===== config.mk =====
export PLATFORM = sky130hd
export DESIGN_NAME = glob_pattern_matcher
export DESIGN_NICKNAME = d
export VERILOG_FILES = /design/src/hw/rtl/gpm_pkg.sv /design/src/hw/rtl/gpm_datapath.sv /design/src/hw/rtl/gpm_ctrl.sv /design/src/hw/rtl/glob_pattern_matcher.sv
export SDC_FILE = /design/constraint.sdc
export NUM_CORES = 2
export LEC_CHECK = 0
export ABC_AREA = 1
export BUFFER_PORTS_ARGS = -buffer_cell sky130_fd_sc_hd__buf_2
export CORE_MARGIN = 2
export CORE_UTILIZATION = 54
export DETAILED_ROUTE_END_ITERATION = 12
export PLACE_DENSITY = 0.72
export SYNTH_ARGS = -nofsm -noshare
export SYNTH_HDL_FRONTEND = slang
export SYNTH_HIERARCHICAL = 1
export SYNTH_SLANG_ARGS = --single-unit

===== constraint.sdc =====
create_clock -name clk -period 3.6 [get_ports clk]
set_input_delay 0.18 -clock clk [delete_from_list [all_inputs] [get_ports clk]]
set_output_delay 0.18 -clock clk [all_outputs]
set_load 0.005 [all_outputs]

===== src/hw/rtl/gpm_pkg.sv =====
package gpm_pkg;
  localparam int PatternDepth = 64;
  localparam int SubjectDepth = 256;
  localparam int PAW = $clog2(PatternDepth);
  localparam int SAW = $clog2(SubjectDepth);
  localparam int PLW = PAW + 1;
  localparam int SLW = SAW + 1;

  localparam logic [7:0] CH_QUEST = 8'h3F;
  localparam logic [7:0] CH_STAR  = 8'h2A;
  localparam logic [7:0] CH_OPEN  = 8'h5B;
  localparam logic [7:0] CH_BANG  = 8'h21;
  localparam logic [7:0] CH_DASH  = 8'h2D;
  localparam logic [7:0] CH_CLOSE = 8'h5D;
  localparam logic [7:0] CH_ESC   = 8'h5C;

  localparam logic OP_PATTERN = 1'b0;
  localparam logic OP_SUBJECT = 1'b1;

  // controller -> datapath
  typedef struct packed {
    logic            wr_pat;
    logic            wr_sub;
    logic            new_job;
    logic            clear;
    logic            rd_pat;   // issue pattern read at p_addr
    logic            rd_sub;   // issue subject read at s_addr
    logic [PLW-1:0]  p_addr;
    logic [7:0]      wdata;
  } gpm_cmd_t;

  // datapath -> controller
  typedef struct packed {
    logic            ovf;
    logic            pat_closed;
    logic [8:0]      pat_q;    // 256 = end
    logic [8:0]      sub_q;
  } gpm_sts_t;
endpackage


===== src/hw/rtl/gpm_datapath.sv =====
module gpm_datapath (
  input  logic              clk,
  input  logic              rst_n,
  input  logic              in_last_byte,
  input  gpm_pkg::gpm_cmd_t cmd,
  input  logic [gpm_pkg::SLW-1:0] s_addr,
  output gpm_pkg::gpm_sts_t sts
);
  import gpm_pkg::*;

  logic [7:0] pmem [PatternDepth];
  logic [7:0] smem [SubjectDepth];
  logic [PLW-1:0] plen_r, plen_nxt;
  logic [SLW-1:0] slen_r, slen_nxt;
  logic ovf_r, ovf_nxt, closed_r, closed_nxt;
  logic [7:0] pq_r, sq_r;
  logic pend_r, send_r;

  always_comb begin
    plen_nxt = plen_r;
    slen_nxt = slen_r;
    ovf_nxt = ovf_r;
    closed_nxt = closed_r;
    if (cmd.clear) begin
      plen_nxt = '0;
      slen_nxt = '0;
      ovf_nxt = 1'b0;
      closed_nxt = 1'b0;
    end else if (cmd.wr_pat) begin
      if (cmd.new_job) begin
        slen_nxt = '0;
        ovf_nxt = 1'b0;
        closed_nxt = 1'b0;
      end
      if (cmd.new_job) plen_nxt = PLW'(1);
      else if (plen_r < PLW'(PatternDepth)) plen_nxt = plen_r + 1'b1;
      else ovf_nxt = 1'b1;
      if (in_last_byte) closed_nxt = 1'b1;
    end else if (cmd.wr_sub) begin
      if (slen_r < SLW'(SubjectDepth)) slen_nxt = slen_r + 1'b1;
      else ovf_nxt = 1'b1;
    end
  end

  always_ff @(posedge clk) begin
    if (!rst_n) begin
      plen_r <= '0;
      slen_r <= '0;
      ovf_r <= 1'b0;
      closed_r <= 1'b0;
    end else begin
      plen_r <= plen_nxt;
      slen_r <= slen_nxt;
      ovf_r <= ovf_nxt;
      closed_r <= closed_nxt;
    end
  end

  always_ff @(posedge clk) begin
    if (cmd.wr_pat && (cmd.new_job || plen_r < PLW'(PatternDepth)))
      pmem[cmd.new_job ? '0 : plen_r[PAW-1:0]] <= cmd.wdata;
    if (cmd.wr_sub && slen_r < SLW'(SubjectDepth))
      smem[slen_r[SAW-1:0]] <= cmd.wdata;
    if (cmd.rd_pat) begin
      pq_r <= pmem[cmd.p_addr[PAW-1:0]];
      pend_r <= cmd.p_addr >= plen_r;
    end
    if (cmd.rd_sub) begin
      sq_r <= smem[s_addr[SAW-1:0]];
      send_r <= s_addr >= slen_r;
    end
  end

  always_comb begin
    sts.ovf = ovf_r;
    sts.pat_closed = closed_r;
    sts.pat_q = pend_r ? 9'd256 : {1'b0, pq_r};
    sts.sub_q = send_r ? 9'd256 : {1'b0, sq_r};
  end
endmodule


===== src/hw/rtl/gpm_ctrl.sv =====
module gpm_ctrl (
  input  logic              clk,
  input  logic              rst_n,
  input  logic              in_start,
  input  logic              in_operation,
  input  logic [7:0]        in_byte_value,
  input  logic              in_last_byte,
  input  gpm_pkg::gpm_sts_t sts,
  output gpm_pkg::gpm_cmd_t cmd,
  output logic [gpm_pkg::SLW-1:0] s_addr,
  output logic              busy,
  output logic              out_valid,
  output logic              out_matched,
  output logic              out_overflow
);
  import gpm_pkg::*;

  localparam logic [3:0] ST_IDLE = 4'd0, ST_RD = 4'd1, ST_DEC = 4'd2,
    ST_STAR = 4'd3, ST_CINIT = 4'd4, ST_CA = 4'd5, ST_CDASH = 4'd6,
    ST_CB = 4'd7, ST_CEND = 4'd8, ST_ESC = 4'd9, ST_CMP = 4'd10,
    ST_DONE = 4'd11, ST_BANG = 4'd12;

  logic [3:0] st_r, st_nxt;
  logic [PLW-1:0] p_r, p_nxt, cl_r, cl_nxt, sp_r, sp_nxt, ra_r, ra_nxt;
  logic [SLW-1:0] s_r, s_nxt, ss_r, ss_nxt;
  logic [8:0] c_r, c_nxt, d_r, d_nxt, a_r, a_nxt;
  logic sv_r, sv_nxt, inv_r, inv_nxt, hit_r, hit_nxt, res_r, res_nxt;
  logic ov_r, ov_nxt, val_r, val_nxt;
  logic [1:0] ph_r, ph_nxt;
  logic take, cmp_ok, fail_now;

  assign take = in_start && !busy;
  assign busy = st_r != ST_IDLE;
  assign s_addr = s_r;
  assign cmp_ok = (c_r == d_r);

  // Pattern address chosen per state; subject read at s_r.
  always_comb begin
    cmd = '0;
    cmd.wdata = in_byte_value;
    cmd.p_addr = ra_r;
    if (take && in_operation == OP_PATTERN) begin
      cmd.wr_pat = 1'b1;
      cmd.new_job = sts.pat_closed;
    end
    if (take && in_operation == OP_SUBJECT) cmd.wr_sub = 1'b1;
    if (st_r != ST_IDLE && ph_r == 2'd0) begin
      cmd.rd_pat = 1'b1;
      cmd.rd_sub = 1'b1;
    end
    if (st_r == ST_DONE) cmd.clear = 1'b1;
  end

  // Each read takes phase 0 (issue), phase 1 (data ready).
  always_comb begin
    st_nxt = st_r; p_nxt = p_r; cl_nxt = cl_r; sp_nxt = sp_r; ra_nxt = ra_r;
    s_nxt = s_r; ss_nxt = ss_r; c_nxt = c_r; d_nxt = d_r; a_nxt = a_r;
    sv_nxt = sv_r; inv_nxt = inv_r; hit_nxt = hit_r; res_nxt = res_r;
    ov_nxt = ov_r; val_nxt = 1'b0; ph_nxt = 2'd0; fail_now = 1'b0;
    case (st_r)
      ST_IDLE: begin
        if (take && in_operation == OP_SUBJECT && in_last_byte) begin
          p_nxt = '0; s_nxt = '0; ra_nxt = '0; sv_nxt = 1'b0;
          st_nxt = ST_RD;
        end
      end
      ST_RD: begin
        if (ph_r == 2'd0) ph_nxt = 2'd1;
        else begin
          if (sts.ovf) begin
            res_nxt = 1'b0; ov_nxt = 1'b1; st_nxt = ST_DONE;
          end else begin
            ov_nxt = 1'b0;
            c_nxt = sts.sub_q; d_nxt = sts.pat_q;
            s_nxt = s_r + 1'b1; p_nxt = p_r + 1'b1;
            ra_nxt = p_r + 1'b1;
            st_nxt = ST_DEC;
          end
        end
      end
      ST_DEC: begin
        ph_nxt = 2'd0;
        if (d_r == {1'b0, CH_QUEST}) begin
          if (c_r[8]) begin res_nxt = 1'b0; st_nxt = ST_DONE; end
          else begin ra_nxt = p_r; st_nxt = ST_RD; end
        end else if (d_r == {1'b0, CH_STAR}) st_nxt = ST_STAR;
        else if (d_r == {1'b0, CH_OPEN}) st_nxt = ST_BANG;
        else if (d_r == {1'b0, CH_ESC}) st_nxt = ST_ESC;
        else st_nxt = ST_CMP;
        ph_nxt = (d_r == {1'b0, CH_QUEST}) ? 2'd0 : 2'd0;
      end
      ST_STAR: begin
        if (ph_r == 2'd0) ph_nxt = 2'd1;
        else if (sts.pat_q[8]) begin res_nxt = 1'b1; st_nxt = ST_DONE; end
        else begin
          sv_nxt = 1'b1; sp_nxt = p_r; s_nxt = s_r - 1'b1; ss_nxt = s_r - 1'b1;
          ra_nxt = p_r; st_nxt = ST_RD;
        end
      end
      ST_ESC: begin
        if (ph_r == 2'd0) ph_nxt = 2'd1;
        else begin
          d_nxt = sts.pat_q; p_nxt = p_r + 1'b1; st_nxt = ST_CMP;
        end
      end
      ST_BANG: begin
        if (ph_r == 2'd0) ph_nxt = 2'd1;
        else begin
          inv_nxt = sts.pat_q == {1'b0, CH_BANG};
          cl_nxt = p_r + PLW'(sts.pat_q == {1'b0, CH_BANG});
          ra_nxt = p_r + PLW'(sts.pat_q == {1'b0, CH_BANG});
          hit_nxt = 1'b0; st_nxt = ST_CINIT;
        end
      end
      ST_CINIT: begin
        // read a at cl
        if (ph_r == 2'd0) ph_nxt = 2'd1;
        else begin
          a_nxt = sts.pat_q; cl_nxt = cl_r + 1'b1; ra_nxt = cl_r + 1'b1;
          if (sts.pat_q[8]) st_nxt = ST_CMP;
          else st_nxt = ST_CDASH;
        end
      end
      ST_CDASH: begin
        if (ph_r == 2'd0) ph_nxt = 2'd1;
        else if (sts.pat_q == {1'b0, CH_DASH}) begin
          ra_nxt = cl_r + 1'b1; st_nxt = ST_CB;
        end else begin
          if (a_r <= c_r && c_r <= a_r) hit_nxt = 1'b1;
          ra_nxt = cl_r; st_nxt = ST_CEND;
        end
      end
      ST_CB: begin
        if (ph_r == 2'd0) ph_nxt = 2'd1;
        else if (sts.pat_q == {1'b0, CH_CLOSE}) begin
          if (a_r == c_r) hit_nxt = 1'b1;
          ra_nxt = cl_r; st_nxt = ST_CEND;
        end else if (sts.pat_q[8]) st_nxt = ST_CMP;
        else begin
          if (a_r <= c_r && c_r <= sts.pat_q) hit_nxt = 1'b1;
          cl_nxt = cl_r + PLW'(2); ra_nxt = cl_r + PLW'(2); st_nxt = ST_CEND;
        end
      end
      ST_CEND: begin
        if (ph_r == 2'd0) ph_nxt = 2'd1;
        else begin
          a_nxt = sts.pat_q; cl_nxt = cl_r + 1'b1; ra_nxt = cl_r + 1'b1;
          if (sts.pat_q == {1'b0, CH_CLOSE}) begin
            if (c_r[8] || hit_r == inv_r) fail_now = 1'b1;
            else begin p_nxt = cl_r + 1'b1; ra_nxt = cl_r + 1'b1; st_nxt = ST_RD; end
          end else if (sts.pat_q[8]) st_nxt = ST_CMP;
          else st_nxt = ST_CDASH;
        end
      end
      ST_CMP: begin
        if (cmp_ok && !fail_now) begin
          if (d_r[8]) begin res_nxt = 1'b1; st_nxt = ST_DONE; end
          else begin ra_nxt = p_r; st_nxt = ST_RD; end
        end else fail_now = 1'b1;
      end
      ST_DONE: begin
        val_nxt = 1'b1; st_nxt = ST_IDLE;
      end
      default: st_nxt = ST_IDLE;
    endcase
    if (fail_now) begin
      if (c_r[8] || !sv_r) begin res_nxt = 1'b0; st_nxt = ST_DONE; end
      else begin
        p_nxt = sp_r; ra_nxt = sp_r; ss_nxt = ss_r + 1'b1; s_nxt = ss_r + 1'b1;
        st_nxt = ST_RD; ph_nxt = 2'd0;
      end
    end
  end

  always_ff @(posedge clk) begin
    if (!rst_n) begin
      st_r <= ST_IDLE; ph_r <= 2'd0; val_r <= 1'b0;
    end else begin
      st_r <= st_nxt; ph_r <= ph_nxt; val_r <= val_nxt;
    end
  end

  always_ff @(posedge clk) begin
    p_r <= p_nxt; cl_r <= cl_nxt; sp_r <= sp_nxt; ra_r <= ra_nxt;
    s_r <= s_nxt; ss_r <= ss_nxt; c_r <= c_nxt; d_r <= d_nxt; a_r <= a_nxt;
    sv_r <= sv_nxt; inv_r <= inv_nxt; hit_r <= hit_nxt; res_r <= res_nxt;
    ov_r <= ov_nxt;
  end

  assign out_valid = val_r;
  assign out_matched = res_r;
  assign out_overflow = ov_r;
endmodule


===== src/hw/rtl/glob_pattern_matcher.sv =====
// Glob matcher (fnmatch, no flags). Pattern bytes (in_operation 0) load one per
// cycle, then subject bytes (in_operation 1) one per cycle, while busy is low.
// The subject byte with in_last_byte set starts a walk over the two stores:
// each pattern step reads both stores (issue, then registered read data) and
// then decodes; a star or an escape reads the pattern once more, and a class
// reads it for the '!' check and for each class byte. A mismatch after a star
// restarts from the star, so a walk's length grows with the product of the
// pattern and subject lengths. busy is high during the walk. The verdict
// appears on out_matched/out_overflow with out_valid for exactly one cycle; the
// receiver cannot stall it, so it must capture the result in that cycle.
// Overflow forces matched to 0.
module glob_pattern_matcher (
  input  logic       clk,
  input  logic       rst_n,
  input  logic       start,
  output logic       busy,
  input  logic       in_operation,
  input  logic [7:0] in_byte_value,
  input  logic       in_last_byte,
  output logic       out_valid,
  output logic       out_matched,
  output logic       out_overflow
);
  import gpm_pkg::*;

  gpm_cmd_t cmd;
  gpm_sts_t sts;
  logic [SLW-1:0] s_addr;

  // sequencer: load commands and match walk
  gpm_ctrl u_ctrl (
    .clk, .rst_n, .in_start(start), .in_operation, .in_byte_value, .in_last_byte,
    .sts, .cmd, .s_addr, .busy, .out_valid, .out_matched, .out_overflow
  );

  // stores, lengths and flags
  gpm_datapath u_dp (
    .clk, .rst_n, .in_last_byte, .cmd, .s_addr, .sts
  );
endmodule


; ---- Word level (Yosys, flattened, before mapping)
; Memory sizes are Yosys's and may differ from the RTL's. A register that Yosys moved wholly into a read port is not among the register bits.
; Index checks and enable logic that the tools add are counted.
[classes]
n_lt_le_gt_ge = 7
eq_ne = 51
n_reduce_logical = 42
mul = 0
n_mux = 140
n_addsub = 9
bitwise_logic = 5
div_mod_pow = 0
n_shift = 0
[op_table]
columns = cell, n
row1 = $mux W7, 34
row2 = $mux W9, 21
row3 = $mux W4, 24
row4 = $pmux W7 S9, 1
row5 = $mux W1, 44
row6 = $pmux W4 S11, 1
row7 = $eq A9 B6 Y1 const B, 4
row8 = $pmux W7 S4, 1
row9 = $add A9 B1 Y9 const B, 3
row10 = $eq A9 B7 Y1 const B, 3
row11 = $le A9 B9 Y1, 3
row12 = $pmux W9 S3, 1
row13 = $ne A2 B2 Y1 const B, 13
row14 = $ne A3 B2 Y1 const B, 8
row15 = $add A7 B1 Y7 const B, 3
row16 = $pmux W7 S3, 1
row17 = $eq A4 B4 Y1 const B, 5
row18 = $eq A9 B9 Y1, 2
row19 = $pmux W9 S2, 1
row20 = $eq A4 B3 Y1 const B, 3
row21 = $mux W2, 6
row22 = $reduce_and A2 Y1, 6
row23 = $reduce_bool A2 Y1, 6
row24 = $reduce_and A11 Y1, 1
row25 = other kinds (32), 59
[totals]
word_cells = 280
latch_bits = 0
romBits = 0
memories = 2
output_inout_bits = 4
ff_bits = 105
mem_bits_rw = 2560
[memory_table]
columns = memory, depth, width, read_ports, rd_ports_with_merged_regs, wr, line
row1 = u_dp.smem, 256, 8, 1, 1, 1, gpm_datapath.sv:12  ; logic [7:0] smem [SubjectDepth];
row2 = u_dp.pmem, 64, 8, 1, 1, 1, gpm_datapath.sv:11  ; logic [7:0] pmem [PatternDepth];

; ---- Depth between registers and ports, before layout
[depth]
word_depth = 9
ltp_mapped = 17
depth_no_buf = 17

; ---- Modules after synthesis
; The synthesis kept the hierarchy.
[modules_own_cells]
columns = mod, n_inst, area_per_inst_um2, cells_each
row1 = gpm_datapath, 1, 105356.0, 8779
row2 = gpm_ctrl, 1, 6540.0, 979

; ---- Worst setup path before layout
; Ideal clock, no wire load.
[synth_timing]
path_kind = register to register
startpoint = reg u_ctrl.st_r[1]
endpoint = mem u_dp.pmem[62][0], enable pin
t_arrival_ps = 2700
required_ps = 3205
stages_incl_launch_ff = 14
setup_time_ps = 395
period_less_slack_ps = 3094
slack_ps = 506
path_cell_list = dfxtp_1 -> buf_2 -> nor2_4 -> inv_2 -> nor2_4 -> nand2_1 -> nor3b_1 -> buf_2 -> nand2_1 -> nand2_1 -> inv_1 -> nor3_1 -> nand2_1 -> nor4_1
[synth_lines]
columns = element, line
row1 = from (decl), gpm_ctrl.sv:23  ; logic [3:0] st_r, st_nxt;
row2 = from (signal assigned), gpm_ctrl.sv:179  ; st_r <= st_nxt; ph_r <= ph_nxt; val_r <= val_nxt;
row3 = to (decl), gpm_datapath.sv:11

==> out/metrics.cfg <==
[logic_synthesis]
ys.warnings.count=6
synth.top_cell.area_share=0.7039
synth_area_leaders=edfxtp_1 70%, nand3_1 9.5%, nand2_1 8.4%
yosysSeqAreaShare=0.7141
syn-num-nets=9819
postSynthCellCount=9758
synthFlopType=edfxtp_1
ys_ff_latch=2680
synth_top_area_cell=edfxtp_1
synth_common_cells=2623 x edfxtp_1, 2510 x nand2_1, 2132 x nand3_1
netlist_area_sq_um=111900
synth_edf_count=2623
yosysMostFrequentCell=edfxtp_1
syn_avg_cell_area_sq_um=11.47
synth_cell_types=51
synthArstFlopShare=0

[finish]
final_layout_size_suffix_gt1_frac=0.08925
finalInstanceArea_sq_um=125400
final-instance-count-excl-fill=12780
fin_nets=9936
syn_to_final_growth_pct=12.05

[cts]
cts-root-buf=clkbuf_16
h-tree-depth=5
cts.sinks=2680
cts_tree=done
clock_path_buffers=4
cts.clk_slew.worst_paths_ns=0.06
clock_latency_ns=0.94
cts_made_buffers=290

[timing]
rsz0062_at_grt=no
hold_violations=0
timing.hold.ws_ns=0.08212
drv_slew=0
slew-limit-headroom=0.2631
setup_viol=0
fmax_mhz=302.5
fin_crit_sh=0.9184
tns_ns=0
period_needed_ns=3.306
worst_slew_pin_slew_ns=1.105
fin_skew_ns=0.08170

[power_and_ir_drop]
fin_total_pwr_mw=86.66
vdd_drop_max_mv=0.5852
leakage_nw=44.13
power.density_nw_per_um2=691.2

[critical_path]
end_kind=register
max_stage_delay_ns=0.49
cp_max_fo=9
path_depth=12
slowest_stage=nand2_1
crit_chain=nor2_4 > inv_2 > nor2_4 > nand2_1 > nor3b_1 > nand2_1 > nand2_1 > inv_1 > nor2_1 > nand2_1 > nor2_1 > buf_4
arrival_ns=3.94
start_kind=register
r2r_cells=12
cp_num_buf_inv=3
worstPathRequired_ns=4.23
critPathKind=reg2reg
crit_family=simple AND/OR/NAND/NOR gates
cpMostUsedCell=nand2_1

[grt]
use_met1=0.3860
grt_antenna_before_repair=4
overflow=0
grt_pass1_vias=73931
globalRouteMet3Util=0.05356
grt_pass1_wl_um=447900
grtUsageTotal=0.2783
met2_usage=0.4373
grt.busiest_layer=met2
grt_max_degree=206

[place]
hpwl_um=170500
placed_cells=12273
dpl_cell_area_sq_um=116300
io_buffers=16
gp_congestion=0.9279

[worst_hold_path]
worstHoldPathCells=4
hold_path.class=in2reg

[drt]
routedWlPerCell_um=23.34
drt.antenna.violating_nets=0
via_count=77408
drc_errors=0
dr.pass1.iters=7
drt-total-wl_um=298300
vias_per_cell=6.057
drt_iter0_drc=11218

[die]
die_w_um=459.2
coreArea_sq_um=206400
die_y_um=459.2
rows=167
dieArea_sq_um=210900
ioPinCount=17
start_util=0.5420

[run]
drv_cap=0

[outcome]
outcome=complete, no violations

-- placed cells by master (no fill, tap or decap), types with 33 or more instances in the layout --
| cell type | Yosys | layout |
|---|---|---|
| clkinv_2 | 0 | 46 |
| a21oi_1 | 102 | 102 |
| dfxtp_1 | 57 | 48 |
| o22ai_1 | 119 | 119 |
| buf_12 | 0 | 56 |
| clkinv_1 | 2 | 62 |
| clkbuf_1 | 180 | 41 |
| o21ai_0 | 349 | 348 |
| inv_1 | 188 | 184 |
| edfxtp_1 | 2623 | 2623 |
| o21ai_1 | 38 | 39 |
| o211ai_1 | 33 | 33 |
| ha_1 | 48 | 48 |
| nor2_1 | 750 | 749 |
| clkbuf_16 | 0 | 299 |
| nand3_1 | 2132 | 2132 |
| nand2_1 | 2510 | 2509 |
| buf_4 | 57 | 371 |
-- worst paths after layout --
path                                      from               end  slack, ns
worst max-delay path            u_ctrl/st_r[1]  u_dp/pmem[23][7]       0.29
worst min register to register  u_ctrl/sp_r[1]     u_ctrl/p_r[1]       0.47
worst min-delay path                     rst_n    u_ctrl/st_r[0]       0.08
worst max register to register  u_ctrl/st_r[1]  u_dp/pmem[23][7]       0.29
-- flip-flops by register name (all words and copies together), names as in the netlist, 4 cells and up --
name and cells:
u_ctrl/s_addr 9, u_ctrl/st_r 4, u_dp/slen_r 9, u_ctrl/d_r 9
u_ctrl/ss_r 9, u_ctrl/c_r 9, u_ctrl/a_r 9, u_ctrl/sp_r 7
u_ctrl/p_r 7, u_ctrl/cl_r 7, u_dp/smem 2048, u_dp/pmem 512
u_dp/pq_r 8, u_dp/plen_r 7, u_ctrl/ra_r 7, u_dp/sq_r 8
-- kinds of logic (layout without fill, tap and decap cells) --
| group | after synthesis | count (layout) | synth area share |
|---|---|---|---|
| flip-flops | 2680 | 2680 | 0.7141 |
| buffers and inverters | 841 | 1156 | 0.03489 |
| adder cells (fa/ha/maj) | 48 | 48 | 0.005367 |
| other | 0 | 3 | 0 |
| XOR/XNOR | 18 | 18 | 0.001409 |
| AO/OA/AOI/OAI | 687 | 687 | 0.03414 |
| AND/OR/NAND/NOR | 5484 | 5484 | 0.2101 |
-- layer usage --
metal	vias up	wire, um
met5	-	13
met4	2	12090
met3	676	31440
met2	4337	138900
met1	37507	115800
li1	34886	-
-- where the power goes --
part / switching (mW) / internal [mW] / total (mW)
Clock: 11.7 / 16.7 / 28.4
Sequential: 0.659 / 34.8 / 35.5
Combinational: 16.4 / 6.36 / 22.8
Total: 28.8 / 57.8 / 86.7
-- what timing repair did --
item | CTS | global route
endpoints found under the hold margin | 817 | 0
gates resized for setup | 0 | 0
setup buffers | 0 | 0
hold buffers | 14 | 0
-- layout make-up --
class | instances | area [sq um]
clock buffers | 340 | 7636
inverters | 209 | 823.3
multi-input cells | 6237 | 28090
flip-flops and latches | 2680 | 79930
repair buffers | 457 | 4207
diodes | 3 | 7.507
fillers | 15753 | 81060
well taps | 2704 | 3383
clock inverters | 150 | 1301
-- worst min-delay path, stage by stage --
cell	delay, ns
dlygate4sd3_1	0.52
buf_2	0.15
nand2_1	0.06
inv_1	0.04
-- through the flow --
step	util	setup WS [ns]
after floorplan	-	0.5058
after global placement	0.5633	0.5666
after detailed placement	0.5633	0.4868
after CTS	0.6073	0.4073
after global routing	0.6073	0.1618
final	0.6073	0.2937
Note: power is estimated with default switching activity, not from simulation.
